[config.mk]
export PLATFORM = sky130hd
export DESIGN_NAME = peer_heartbeat_monitor_flat
export DESIGN_NICKNAME = d
export VERILOG_FILES = /design/src/sv/hbm_pkg.sv /design/src/sv/hbm_ifs.sv /design/src/sv/hbm_front.sv /design/src/sv/hbm_fifo.sv /design/src/sv/hbm_back.sv /design/src/sv/peer_heartbeat_monitor.sv /design/src/flat_wrapper.sv
export SDC_FILE = /design/constraint.sdc
export NUM_CORES = 2
export LEC_CHECK = 0
export ABC_AREA = 1
export BUFFER_PORTS_ARGS = -buffer_cell sky130_fd_sc_hd__buf_2
export CAP_MARGIN = 40
export CORE_UTILIZATION = 40
export CTS_BUF_LIST = sky130_fd_sc_hd__clkbuf_4 sky130_fd_sc_hd__clkbuf_8
export DETAILED_ROUTE_END_ITERATION = 8
export MAX_ROUTING_LAYER = met4
export PLACE_DENSITY = 0.59
export SLEW_MARGIN = 20
export SYNTH_ARGS = -nofsm -noshare
export SYNTH_HDL_FRONTEND = slang
export SYNTH_SLANG_ARGS = --single-unit
[constraint.sdc]
create_clock -name clk -period 7.5 [get_ports clk]
set_input_delay 0.375 -clock clk [delete_from_list [all_inputs] [get_ports clk]]
set_output_delay 0.375 -clock clk [all_outputs]
set_load 0.02 [all_outputs]
[src/sv/hbm_pkg.sv]
// Heartbeat monitor package: command and register codes, reset values and
// the command and configuration records shared by the monitor's modules.
// No dependencies.
package hbm_pkg;

  // Command codes on the input channel
  localparam logic [1:0] CMD_TICK     = 2'd0;
  localparam logic [1:0] CMD_PONG     = 2'd1;
  localparam logic [1:0] CMD_ANNOUNCE = 2'd2;
  localparam logic [1:0] CMD_UNUSED   = 2'd3;

  // Configuration register indexes
  localparam logic [1:0] REG_DEFAULT_PORT = 2'd0;
  localparam logic [1:0] REG_TIMEOUT      = 2'd1;
  localparam logic [1:0] REG_PING_ALL     = 2'd2;

  // Configuration reset values
  localparam logic [15:0] DEFAULT_PORT_RESET = 16'd0;
  localparam logic [15:0] TIMEOUT_RESET      = 16'd15;
  localparam logic [15:0] PING_ALL_RESET     = 16'd60;

  // Classified command as it travels from the front end to the table engine
  typedef struct packed {
    logic [1:0]  cmd;
    logic        ping_all;
    logic [31:0] now;
    logic [31:0] addr;
    logic [15:0] port;
  } cmd_t;

  // Configuration registers
  typedef struct packed {
    logic [15:0] default_port;
    logic [15:0] timeout_seconds;
    logic [15:0] ping_all_period;
  } cfg_t;

endpackage

[src/sv/hbm_ifs.sv]
// Valid/ready channel interfaces of the heartbeat monitor: event input and
// ping request output. No dependencies.
interface hbm_in_if;
  logic        valid;
  logic        ready;
  logic [1:0]  command;
  logic [31:0] now_seconds;
  logic [31:0] peer_addr;
  logic [15:0] peer_port;

  modport source(output valid, command, now_seconds, peer_addr, peer_port, input ready);
  modport sink(input valid, command, now_seconds, peer_addr, peer_port, output ready);
endinterface

interface hbm_out_if;
  logic        valid;
  logic        ready;
  logic [31:0] ping_addr;
  logic [15:0] ping_port;
  logic        last_of_run;

  modport source(output valid, ping_addr, ping_port, last_of_run, input ready);
  modport sink(input valid, ping_addr, ping_port, last_of_run, output ready);
endinterface

[src/sv/hbm_front.sv]
// Front end of the heartbeat monitor: accepts events, drops unused commands,
// decides ping-all on ticks and pushes classified commands. Uses hbm_pkg, hbm_ifs.
module hbm_front (
  input  logic            clk,
  input  logic            rst_n,
  hbm_in_if.sink          in_ch,
  input  hbm_pkg::cfg_t   cfg,
  input  logic            q_full,
  output logic            q_push,
  output hbm_pkg::cmd_t   q_data
);
  import hbm_pkg::*;

  logic [31:0] last_all_r, last_all_nxt;
  logic        accept;
  logic        ping_all;

  // Take a beat whenever the queue has room
  assign in_ch.ready = !q_full;
  assign accept      = in_ch.valid && !q_full;

  // Ping-all when the elapsed time since the last one exceeds the period
  assign ping_all = (in_ch.now_seconds - last_all_r) > {16'd0, cfg.ping_all_period};

  always_comb begin
    q_data.cmd      = in_ch.command;
    q_data.ping_all = ping_all;
    q_data.now      = in_ch.now_seconds;
    q_data.addr     = in_ch.peer_addr;
    q_data.port     = in_ch.peer_port;
  end

  // Drop unused commands here
  assign q_push = accept && (in_ch.command != CMD_UNUSED);

  // Stamp the ping-all time on a tick that pings everyone
  always_comb begin
    last_all_nxt = last_all_r;
    if (accept && (in_ch.command == CMD_TICK) && ping_all) begin
      last_all_nxt = in_ch.now_seconds;
    end
  end

  always_ff @(posedge clk) begin
    if (!rst_n) begin
      last_all_r <= 32'd0;
    end else begin
      last_all_r <= last_all_nxt;
    end
  end

endmodule

[src/sv/hbm_fifo.sv]
// Two-entry command queue between the front end and the table engine.
// Uses hbm_pkg.
module hbm_fifo (
  input  logic            clk,
  input  logic            rst_n,
  input  logic            push,
  input  hbm_pkg::cmd_t   push_data,
  output logic            full,
  output logic            valid,
  output hbm_pkg::cmd_t   pop_data,
  input  logic            pop
);
  import hbm_pkg::*;

  cmd_t       entry_r [2];
  logic       wr_ptr_r, wr_ptr_nxt;
  logic       rd_ptr_r, rd_ptr_nxt;
  logic [1:0] cnt_r, cnt_nxt;
  logic       do_push, do_pop;

  assign full     = (cnt_r == 2'd2);
  assign valid    = (cnt_r != 2'd0);
  assign pop_data = entry_r[rd_ptr_r];
  assign do_push  = push && !full;
  assign do_pop   = pop && valid;

  // Advance pointers and occupancy
  always_comb begin
    wr_ptr_nxt = wr_ptr_r ^ do_push;
    rd_ptr_nxt = rd_ptr_r ^ do_pop;
    cnt_nxt    = cnt_r;
    if (do_push && !do_pop) begin
      cnt_nxt = cnt_r + 2'd1;
    end else if (do_pop && !do_push) begin
      cnt_nxt = cnt_r - 2'd1;
    end
  end

  always_ff @(posedge clk) begin
    if (!rst_n) begin
      wr_ptr_r <= 1'b0;
      rd_ptr_r <= 1'b0;
      cnt_r    <= 2'd0;
    end else begin
      wr_ptr_r <= wr_ptr_nxt;
      rd_ptr_r <= rd_ptr_nxt;
      cnt_r    <= cnt_nxt;
    end
  end

  // Hold the payload
  always_ff @(posedge clk) begin
    if (do_push) begin
      entry_r[wr_ptr_r] <= push_data;
    end
  end

endmodule

[src/sv/hbm_back.sv]
// Table engine of the heartbeat monitor: holds the peer table and walks it
// newest first for ticks, pongs and announcements. Uses hbm_pkg, hbm_ifs.
module hbm_back #(
  parameter int TABLE_DEPTH = 16
) (
  input  logic            clk,
  input  logic            rst_n,
  input  hbm_pkg::cfg_t   cfg,
  input  logic            q_valid,
  input  hbm_pkg::cmd_t   q_data,
  output logic            q_pop,
  hbm_out_if.source       out_ch
);
  import hbm_pkg::*;

  localparam int IW = (TABLE_DEPTH > 1) ? $clog2(TABLE_DEPTH) : 1;
  localparam int CW = $clog2(TABLE_DEPTH + 1);

  localparam logic [1:0] ST_IDLE  = 2'd0;
  localparam logic [1:0] ST_WALK  = 2'd1;
  localparam logic [1:0] ST_FLUSH = 2'd2;

  // Peer table memories
  logic [47:0] ap_mem   [TABLE_DEPTH];
  logic [31:0] seen_mem [TABLE_DEPTH];

  logic [1:0]             state_r, state_nxt;
  cmd_t                   cur_r, cur_nxt;
  logic [IW-1:0]          ev_k_r, ev_k_nxt;
  logic [CW-1:0]          count_r, count_nxt;
  logic [TABLE_DEPTH-1:0] online_r, online_nxt;

  logic          rd_en;
  logic [IW-1:0] rd_addr;
  logic [31:0]   addr_q, seen_q;
  logic [15:0]   port_q;

  logic          ap_we, seen_we;
  logic [IW-1:0] wr_idx;
  logic [31:0]   ap_addr;

  logic          pend_v_r, pend_v_nxt;
  logic [31:0]   pend_addr_r, pend_addr_nxt;
  logic [15:0]   pend_port_r, pend_port_nxt;

  logic          out_v_r, out_last_r, out_last_nxt;
  logic [31:0]   out_addr_r, out_addr_nxt;
  logic [15:0]   out_port_r, out_port_nxt;
  logic          out_push, out_free;

  logic          online, is_last, ping, timed_out, has_room;

  assign out_free  = !out_v_r || out_ch.ready;
  assign online    = online_r[ev_k_r];
  assign is_last   = (ev_k_r == '0);
  assign ping      = !online || cur_r.ping_all;
  assign timed_out = (cur_r.now - seen_q) > {16'd0, cfg.timeout_seconds};
  assign has_room  = (count_r < CW'(TABLE_DEPTH));

  // Sequence the walk over the table
  always_comb begin
    state_nxt     = state_r;
    cur_nxt       = cur_r;
    ev_k_nxt      = ev_k_r;
    count_nxt     = count_r;
    online_nxt    = online_r;
    q_pop         = 1'b0;
    rd_en         = 1'b0;
    rd_addr       = ev_k_r - IW'(1);
    ap_we         = 1'b0;
    seen_we       = 1'b0;
    wr_idx        = ev_k_r;
    ap_addr       = cur_r.addr;
    pend_v_nxt    = pend_v_r;
    pend_addr_nxt = pend_addr_r;
    pend_port_nxt = pend_port_r;
    out_push      = 1'b0;
    out_addr_nxt  = pend_addr_r;
    out_port_nxt  = pend_port_r;
    out_last_nxt  = 1'b0;
    case (state_r)
      ST_IDLE: begin
        if (q_valid) begin
          q_pop   = 1'b1;
          cur_nxt = q_data;
          if (count_r == '0) begin
            // Empty table: only an announcement has an effect
            if (q_data.cmd == CMD_ANNOUNCE) begin
              ap_we     = 1'b1;
              wr_idx    = '0;
              ap_addr   = q_data.addr;
              count_nxt = count_r + CW'(1);
            end
          end else begin
            rd_en     = 1'b1;
            rd_addr   = IW'(count_r - CW'(1));
            ev_k_nxt  = IW'(count_r - CW'(1));
            state_nxt = ST_WALK;
          end
        end
      end
      ST_WALK: begin
        case (cur_r.cmd)
          CMD_TICK: begin
            // Stall when a finished ping cannot leave
            if (!(ping && pend_v_r && !out_free)) begin
              if (ping) begin
                pend_v_nxt    = 1'b1;
                pend_addr_nxt = addr_q;
                pend_port_nxt = port_q;
                out_push      = pend_v_r;
              end
              if (online && timed_out) begin
                online_nxt[ev_k_r] = 1'b0;
              end
              if (is_last) begin
                state_nxt = (ping || pend_v_r) ? ST_FLUSH : ST_IDLE;
              end else begin
                rd_en    = 1'b1;
                ev_k_nxt = ev_k_r - IW'(1);
              end
            end
          end
          CMD_PONG: begin
            if ((addr_q == cur_r.addr) && (port_q == cur_r.port)) begin
              seen_we            = 1'b1;
              online_nxt[ev_k_r] = 1'b1;
              state_nxt          = ST_IDLE;
            end else if (is_last) begin
              state_nxt = ST_IDLE;
            end else begin
              rd_en    = 1'b1;
              ev_k_nxt = ev_k_r - IW'(1);
            end
          end
          CMD_ANNOUNCE: begin
            if (addr_q == cur_r.addr) begin
              state_nxt = ST_IDLE;
            end else if (is_last) begin
              // New address: append when there is room
              if (has_room) begin
                ap_we     = 1'b1;
                wr_idx    = IW'(count_r);
                count_nxt = count_r + CW'(1);
              end
              state_nxt = ST_IDLE;
            end else begin
              rd_en    = 1'b1;
              ev_k_nxt = ev_k_r - IW'(1);
            end
          end
          default: begin
            state_nxt = ST_IDLE;
          end
        endcase
      end
      ST_FLUSH: begin
        // Release the final ping of the tick
        if (out_free) begin
          out_push     = 1'b1;
          out_last_nxt = 1'b1;
          pend_v_nxt   = 1'b0;
          state_nxt    = ST_IDLE;
        end
      end
      default: begin
        state_nxt = ST_IDLE;
      end
    endcase
  end

  always_ff @(posedge clk) begin
    if (!rst_n) begin
      state_r  <= ST_IDLE;
      count_r  <= '0;
      online_r <= '0;
      pend_v_r <= 1'b0;
      out_v_r  <= 1'b0;
    end else begin
      state_r  <= state_nxt;
      count_r  <= count_nxt;
      online_r <= online_nxt;
      pend_v_r <= pend_v_nxt;
      out_v_r  <= out_push || (out_v_r && !out_ch.ready);
    end
  end

  // Payload registers
  always_ff @(posedge clk) begin
    cur_r       <= cur_nxt;
    ev_k_r      <= ev_k_nxt;
    pend_addr_r <= pend_addr_nxt;
    pend_port_r <= pend_port_nxt;
    if (out_push) begin
      out_addr_r <= out_addr_nxt;
      out_port_r <= out_port_nxt;
      out_last_r <= out_last_nxt;
    end
  end

  // Table memories: one write and one registered read each
  always_ff @(posedge clk) begin
    if (ap_we) begin
      ap_mem[wr_idx] <= {ap_addr, cfg.default_port};
    end
    if (rd_en) begin
      {addr_q, port_q} <= ap_mem[rd_addr];
    end
  end

  always_ff @(posedge clk) begin
    if (seen_we) begin
      seen_mem[wr_idx] <= cur_r.now;
    end
    if (rd_en) begin
      seen_q <= seen_mem[rd_addr];
    end
  end

  assign out_ch.valid       = out_v_r;
  assign out_ch.ping_addr   = out_addr_r;
  assign out_ch.ping_port   = out_port_r;
  assign out_ch.last_of_run = out_last_r;

endmodule

[src/sv/peer_heartbeat_monitor.sv]
// Peer heartbeat monitor top level: configuration registers, front end,
// command queue and table engine. Uses hbm_pkg, hbm_ifs, hbm_front, hbm_fifo, hbm_back.
//
// Tracks up to TABLE_DEPTH peers. A service tick (command 0) walks the table
// newest first and emits one ping request per offline peer, or per peer when
// the ping-all period has run out, flagging the final one with last_of_run;
// online peers whose last pong is older than timeout_seconds go offline. A
// pong (command 1) marks the newest peer with matching address and port
// online; an announcement (command 2) appends a new address at default_port.
// Events pass through a two-entry queue, so the input keeps accepting while
// the table engine works, until the queue is full. The engine reads one
// table entry per cycle unless a ping cannot leave, takes the next event
// only when idle, releasing a tick's final ping from a flush state. The user
// must write configuration only while the block is idle; it is not enforced.
module peer_heartbeat_monitor #(
  parameter int TABLE_DEPTH = 16
) (
  input  logic        clk,
  input  logic        rst_n,
  hbm_in_if.sink      in_ch,
  hbm_out_if.source   out_ch,
  input  logic        cfg_we,
  input  logic [1:0]  cfg_index,
  input  logic [15:0] cfg_wdata
);
  import hbm_pkg::*;

  cfg_t cfg_r, cfg_nxt;
  logic q_full, q_push, q_valid, q_pop;
  cmd_t q_wdata, q_rdata;

  // Configuration register writes
  always_comb begin
    cfg_nxt = cfg_r;
    if (cfg_we) begin
      case (cfg_index)
        REG_DEFAULT_PORT: cfg_nxt.default_port    = cfg_wdata;
        REG_TIMEOUT:      cfg_nxt.timeout_seconds = cfg_wdata;
        REG_PING_ALL:     cfg_nxt.ping_all_period = cfg_wdata;
        default: begin
          cfg_nxt = cfg_r;
        end
      endcase
    end
  end

  always_ff @(posedge clk) begin
    if (!rst_n) begin
      cfg_r.default_port    <= DEFAULT_PORT_RESET;
      cfg_r.timeout_seconds <= TIMEOUT_RESET;
      cfg_r.ping_all_period <= PING_ALL_RESET;
    end else begin
      cfg_r <= cfg_nxt;
    end
  end

  hbm_front u_front (
    .clk    (clk),
    .rst_n  (rst_n),
    .in_ch  (in_ch),
    .cfg    (cfg_r),
    .q_full (q_full),
    .q_push (q_push),
    .q_data (q_wdata)
  );

  hbm_fifo u_fifo (
    .clk       (clk),
    .rst_n     (rst_n),
    .push      (q_push),
    .push_data (q_wdata),
    .full      (q_full),
    .valid     (q_valid),
    .pop_data  (q_rdata),
    .pop       (q_pop)
  );

  hbm_back #(
    .TABLE_DEPTH (TABLE_DEPTH)
  ) u_back (
    .clk     (clk),
    .rst_n   (rst_n),
    .cfg     (cfg_r),
    .q_valid (q_valid),
    .q_data  (q_rdata),
    .q_pop   (q_pop),
    .out_ch  (out_ch)
  );

endmodule

[src/flat_wrapper.sv]
// flat-port wrapper written by rule: the top's interface ports become plain ports
module peer_heartbeat_monitor_flat import hbm_pkg::*;
#(
  parameter int TABLE_DEPTH = 16
)
  (clk, rst_n, cfg_we, cfg_index, cfg_wdata, in_ch_valid, in_ch_command, in_ch_now_seconds, in_ch_peer_addr, in_ch_peer_port, in_ch_ready, out_ch_valid, out_ch_ping_addr, out_ch_ping_port, out_ch_last_of_run, out_ch_ready);
  hbm_in_if in_ch_i ();
  hbm_out_if out_ch_i ();
  input  logic clk;
  input  logic rst_n;
  input  logic cfg_we;
  input  logic [1:0] cfg_index;
  input  logic [15:0] cfg_wdata;
  input wire logic [$bits(in_ch_i.valid)-1:0] in_ch_valid;
  input wire logic [$bits(in_ch_i.command)-1:0] in_ch_command;
  input wire logic [$bits(in_ch_i.now_seconds)-1:0] in_ch_now_seconds;
  input wire logic [$bits(in_ch_i.peer_addr)-1:0] in_ch_peer_addr;
  input wire logic [$bits(in_ch_i.peer_port)-1:0] in_ch_peer_port;
  output wire logic [$bits(in_ch_i.ready)-1:0] in_ch_ready;
  output wire logic [$bits(out_ch_i.valid)-1:0] out_ch_valid;
  output wire logic [$bits(out_ch_i.ping_addr)-1:0] out_ch_ping_addr;
  output wire logic [$bits(out_ch_i.ping_port)-1:0] out_ch_ping_port;
  output wire logic [$bits(out_ch_i.last_of_run)-1:0] out_ch_last_of_run;
  input wire logic [$bits(out_ch_i.ready)-1:0] out_ch_ready;
  assign in_ch_i.valid = in_ch_valid;
  assign in_ch_i.command = in_ch_command;
  assign in_ch_i.now_seconds = in_ch_now_seconds;
  assign in_ch_i.peer_addr = in_ch_peer_addr;
  assign in_ch_i.peer_port = in_ch_peer_port;
  assign in_ch_ready = in_ch_i.ready;
  assign out_ch_valid = out_ch_i.valid;
  assign out_ch_ping_addr = out_ch_i.ping_addr;
  assign out_ch_ping_port = out_ch_i.ping_port;
  assign out_ch_last_of_run = out_ch_i.last_of_run;
  assign out_ch_i.ready = out_ch_ready;
  peer_heartbeat_monitor #(.TABLE_DEPTH(TABLE_DEPTH)) u_core (.clk(clk), .rst_n(rst_n), .in_ch(in_ch_i), .out_ch(out_ch_i), .cfg_we(cfg_we), .cfg_index(cfg_index), .cfg_wdata(cfg_wdata));
endmodule
==> flow_summary.json <==
{
  "portBuffers": 155,
  "grt_pass1_vias": 48400,
  "tightest_slew_ns": 1.08,
  "synth.most_common_cell": "edfxtp_1",
  "p_total_mw": 38.8,
  "root_buffer": "clkbuf_8",
  "timing.final.ws_setup_ns": 2.70,
  "crit_path_max_fanout": 30,
  "grt_usage": 0.217,
  "h-tree-depth": 5,
  "grt_pass1_wl_um": 304000,
  "p_seq_frac": 0.371,
  "drv_cap": 0,
  "drt_iter0_markers": 5014,
  "synth_warnings": 0,
  "synth_cells": 6057,
  "yosysTopAreaCell": "edfxtp_1",
  "grt_antenna_before_repair": 5,
  "r2r_start": "u_core.u_back.addr_q[26]",
  "p_clk_frac": 0.225,
  "drive_gt1_frac": 0.134,
  "gp_congestion": 0.907,
  "rsz0062_at_grt": "no",
  "cts_setup_buffers": 0,
  "path_common_cell": "nand2_1",
  "route.detailed.drc": 0,
  "numCtsBuffers": 316,
  "max_freq_mhz": 208,
  "cts_sinks": 1820,
  "fin_crit_sh": 0.640,
  "crit_type": "flop to flop",
  "rows": 158,
  "r2r_slack_ns": 2.70,
  "syn-mean-instance-area_um2": 12.4,
  "fp.coreArea_um2": 186000,
  "synth_area_leaders": "edfxtp_1 (68%), o21ai_0 (5.0%), nor2_1 (5.0%), nand2_1 (3.0%), dfxtp_1 (2.9%)",
  "finalNonFillerCells": 9171,
  "drtPass1Iterations": 6,
  "ys_async_sr_fraction": 0,
  "worstHoldStart": "in_ch_peer_addr[11]",
  "maxSlewHeadroom": 0.282,
  "synth_cell_types": 50,
  "holdWs_ns": 0.103,
  "grt_max_degree": 193,
  "period_minus_slack_ns": 4.80,
  "synth.top_cells.by_count": "edfxtp_1 (1,710), nor2_1 (999), o21ai_0 (750)",
  "dp.cells": 8471,
  "syn-num-nets": 6272,
  "finalMaxSlewViolations": 0,
  "cp-start-kind": "flop",
  "cp_data_required_time_ns": 8.13,
  "pre_cts_ws_ns": 2.70,
  "initial_utilization": 0.404,
  "power-per-cell-area_nw_per_um2": 449,
  "worst_hold_path_type": "input port to flop",
  "outcome": "complete, no violations",
  "setup_viol": 0,
  "dp_hpwl_um": 113000,
  "fin_tns_setup_ns": 0,
  "comb_power_share": 0.404,
  "area_delta_synth_final_pct": 15.2,
  "clock_latency_ns": 1.07,
  "slowest_stage": "nor2_4",
  "die_y_um": 435,
  "switching_share": 0.411,
  "cpPeakStageDelay_ns": 0.68,
  "crit_path_start": "u_core.u_back.addr_q[26]",
  "end_kind": "flop",
  "switching_power_mw": 15.9,
  "cp.arrival_ns": 5.43,
  "internal_power_mw": 22.8,
  "cts.reportedPaths.clkPinSlew_ns": 0.05,
  "drt_wl_total_um": 204000,
  "fill_cells": 16700,
  "netlist_area_um2": 75000,
  "synth_edf_count": 1710,
  "synth_seq_cells": 1820,
  "clock_tree.buffer_depth": 4,
  "ys_seq_area_frac": 0.714,
  "die-area_um2": 189000,
  "irDropWorstVdd_mv": 0.639,
  "ant_nets": 0,
  "die_w_um": 435,
  "skew_ns": 0.113,
  "reg2regPathDepth": 15,
  "vias": 49700,
  "crit_chain": "xor2_1 -> nor4_1 -> nand2_1 -> nor2_1 -> nand2_1 -> nand2_1 -> nand2_1 -> nand2_1 -> nand2_1 -> o21ai_1 -> nand2_1 -> inv_1 -> nand2_1 -> nor2_4 -> buf_4",
  "routedWlPerCell_um": 22.2,
  "routed_via_density": 5.42,
  "io_pins": 156,
  "hold_viol": 0,
  "nets": 6677,
  "min_path_cells": 2,
  "synth_top_area_share": 0.684,
  "power.leakage_nw": 29.9,
  "synthFlopType": "edfxtp_1",
  "grt.overflow.total": 0,
  "cts_tree": "done"
}
==> worst paths after layout <==
kind                                                     endpoint
worst min-delay path                 u_core.u_fifo.entry_r[1][27]
worst max register to register       u_core.u_back.ap_mem[11][15]
worst min register to register  u_core.u_back.out_ch.ping_port[4]
worst max-delay path                 u_core.u_back.ap_mem[11][15]
==> area by class of cell <==
class	count	area (um^2)	share of cell area
clock inverters	96	538	0.00623
repair buffers	403	3420	0.0396
inverters	369	1420	0.0164
diodes	3	7.51	0.0000869
clock buffers	448	5450	0.0630
well taps	2480	3100	0.0359
flip-flops and latches	1820	53600	0.620
multi-input cells	3552	18900	0.219
==> per-layer routing <==
metal	track usage	share of wire	up-vias
met2	0.332	0.46	1893
met3	0.0351	0.070	310
met5	-	0	-
li1	-	-	22700
met1	0.299	0.45	24700
met4	0.0593	0.022	0
==> worst max-delay path, delay by kind of cell (launching register included) <==
kind / cells / cell delay, ns
simple gates: 11 / 2.68
buf+inv: 2 / 0.77
compound gates: 1 / 0.28
flops: 1 / 0.43
xor+xnor: 1 / 0.21
==> logic make-up (layout without fill, tap and decap cells) <==
group,Yosys count,count (layout),synth area share
fa+ha+maj,110,110,0.0185
mux,82,82,0.0123
compound gates,1373,1373,0.105
simple gates,1910,1910,0.103
other cells,0,3,0
xor+xnor,77,77,0.00899
flops,1820,1820,0.714
buf+inv,685,1316,0.0382
==> flip-flops by register name, summed over array words and instances, names as in the netlist, 32 cells and up, named ones only <==
signal	flops
u_core.u_fifo.entry_r	166
u_core.u_back.out_ch.ping_addr	32
u_core.u_back.seen_q	32
u_core.u_front.last_all_r	32
u_core.u_back.seen_mem	512
u_core.cfg_r	48
u_core.u_back.cur_r	83
u_core.u_back.out_addr_nxt	32
u_core.u_back.ap_mem	768
u_core.u_back.addr_q	32
==> metrics by stage <==
step           instance area [um^2]  utilization
2_1_floorplan                 75000            -
3_3_place_gp                  78400        0.422
3_5_place_dp                  78900        0.424
4_1_cts                       86400        0.465
5_1_grt                       86400        0.465
6_report                      86400        0.465
==> power groups by stage <==
stage          Sequential [mW]  Clock, mW  Combinational [mW]
2_1_floorplan             14.1          0                10.6
3_3_place_gp              14.6          0                15.1
3_5_place_dp              14.6          0                15.5
4_1_cts                   14.4       8.90                15.6
5_1_grt                   14.5       9.33                17.3
6_report                  14.4       8.73                15.7
==> layout by cell type, fill, tap and decap left out, types with 6 or more instances in the layout <==
master,count
o21ai_1,108
o211ai_1,17
buf_4,69
nand2_1,606
nor2_1,966
ha_1,106
dfxtp_1,109
nand2_2,6
mux2_2,81
nor4_1,6
edfxtp_1,1710
nand4_1,19
dlygate4sd3_1,152
nor2_4,35
nor3_1,16
inv_1,354
clkinv_2,21
a21oi_1,154
xor2_1,67
clkinv_1,71
buf_12,18
clkbuf_8,333
buf_2,155
o221ai_1,190
nand3_1,217
o22ai_1,134
clkbuf_4,115
xnor2_1,10
nand3_2,20
o21ai_0,749
buf_16,9
==> repair_timing <==
action | CTS | global route
endpoints found under the hold margin | 259 | 0
gates resized for setup | 0 | 0
hold buffers | 152 | 0
(Power assumes the default switching activity.)
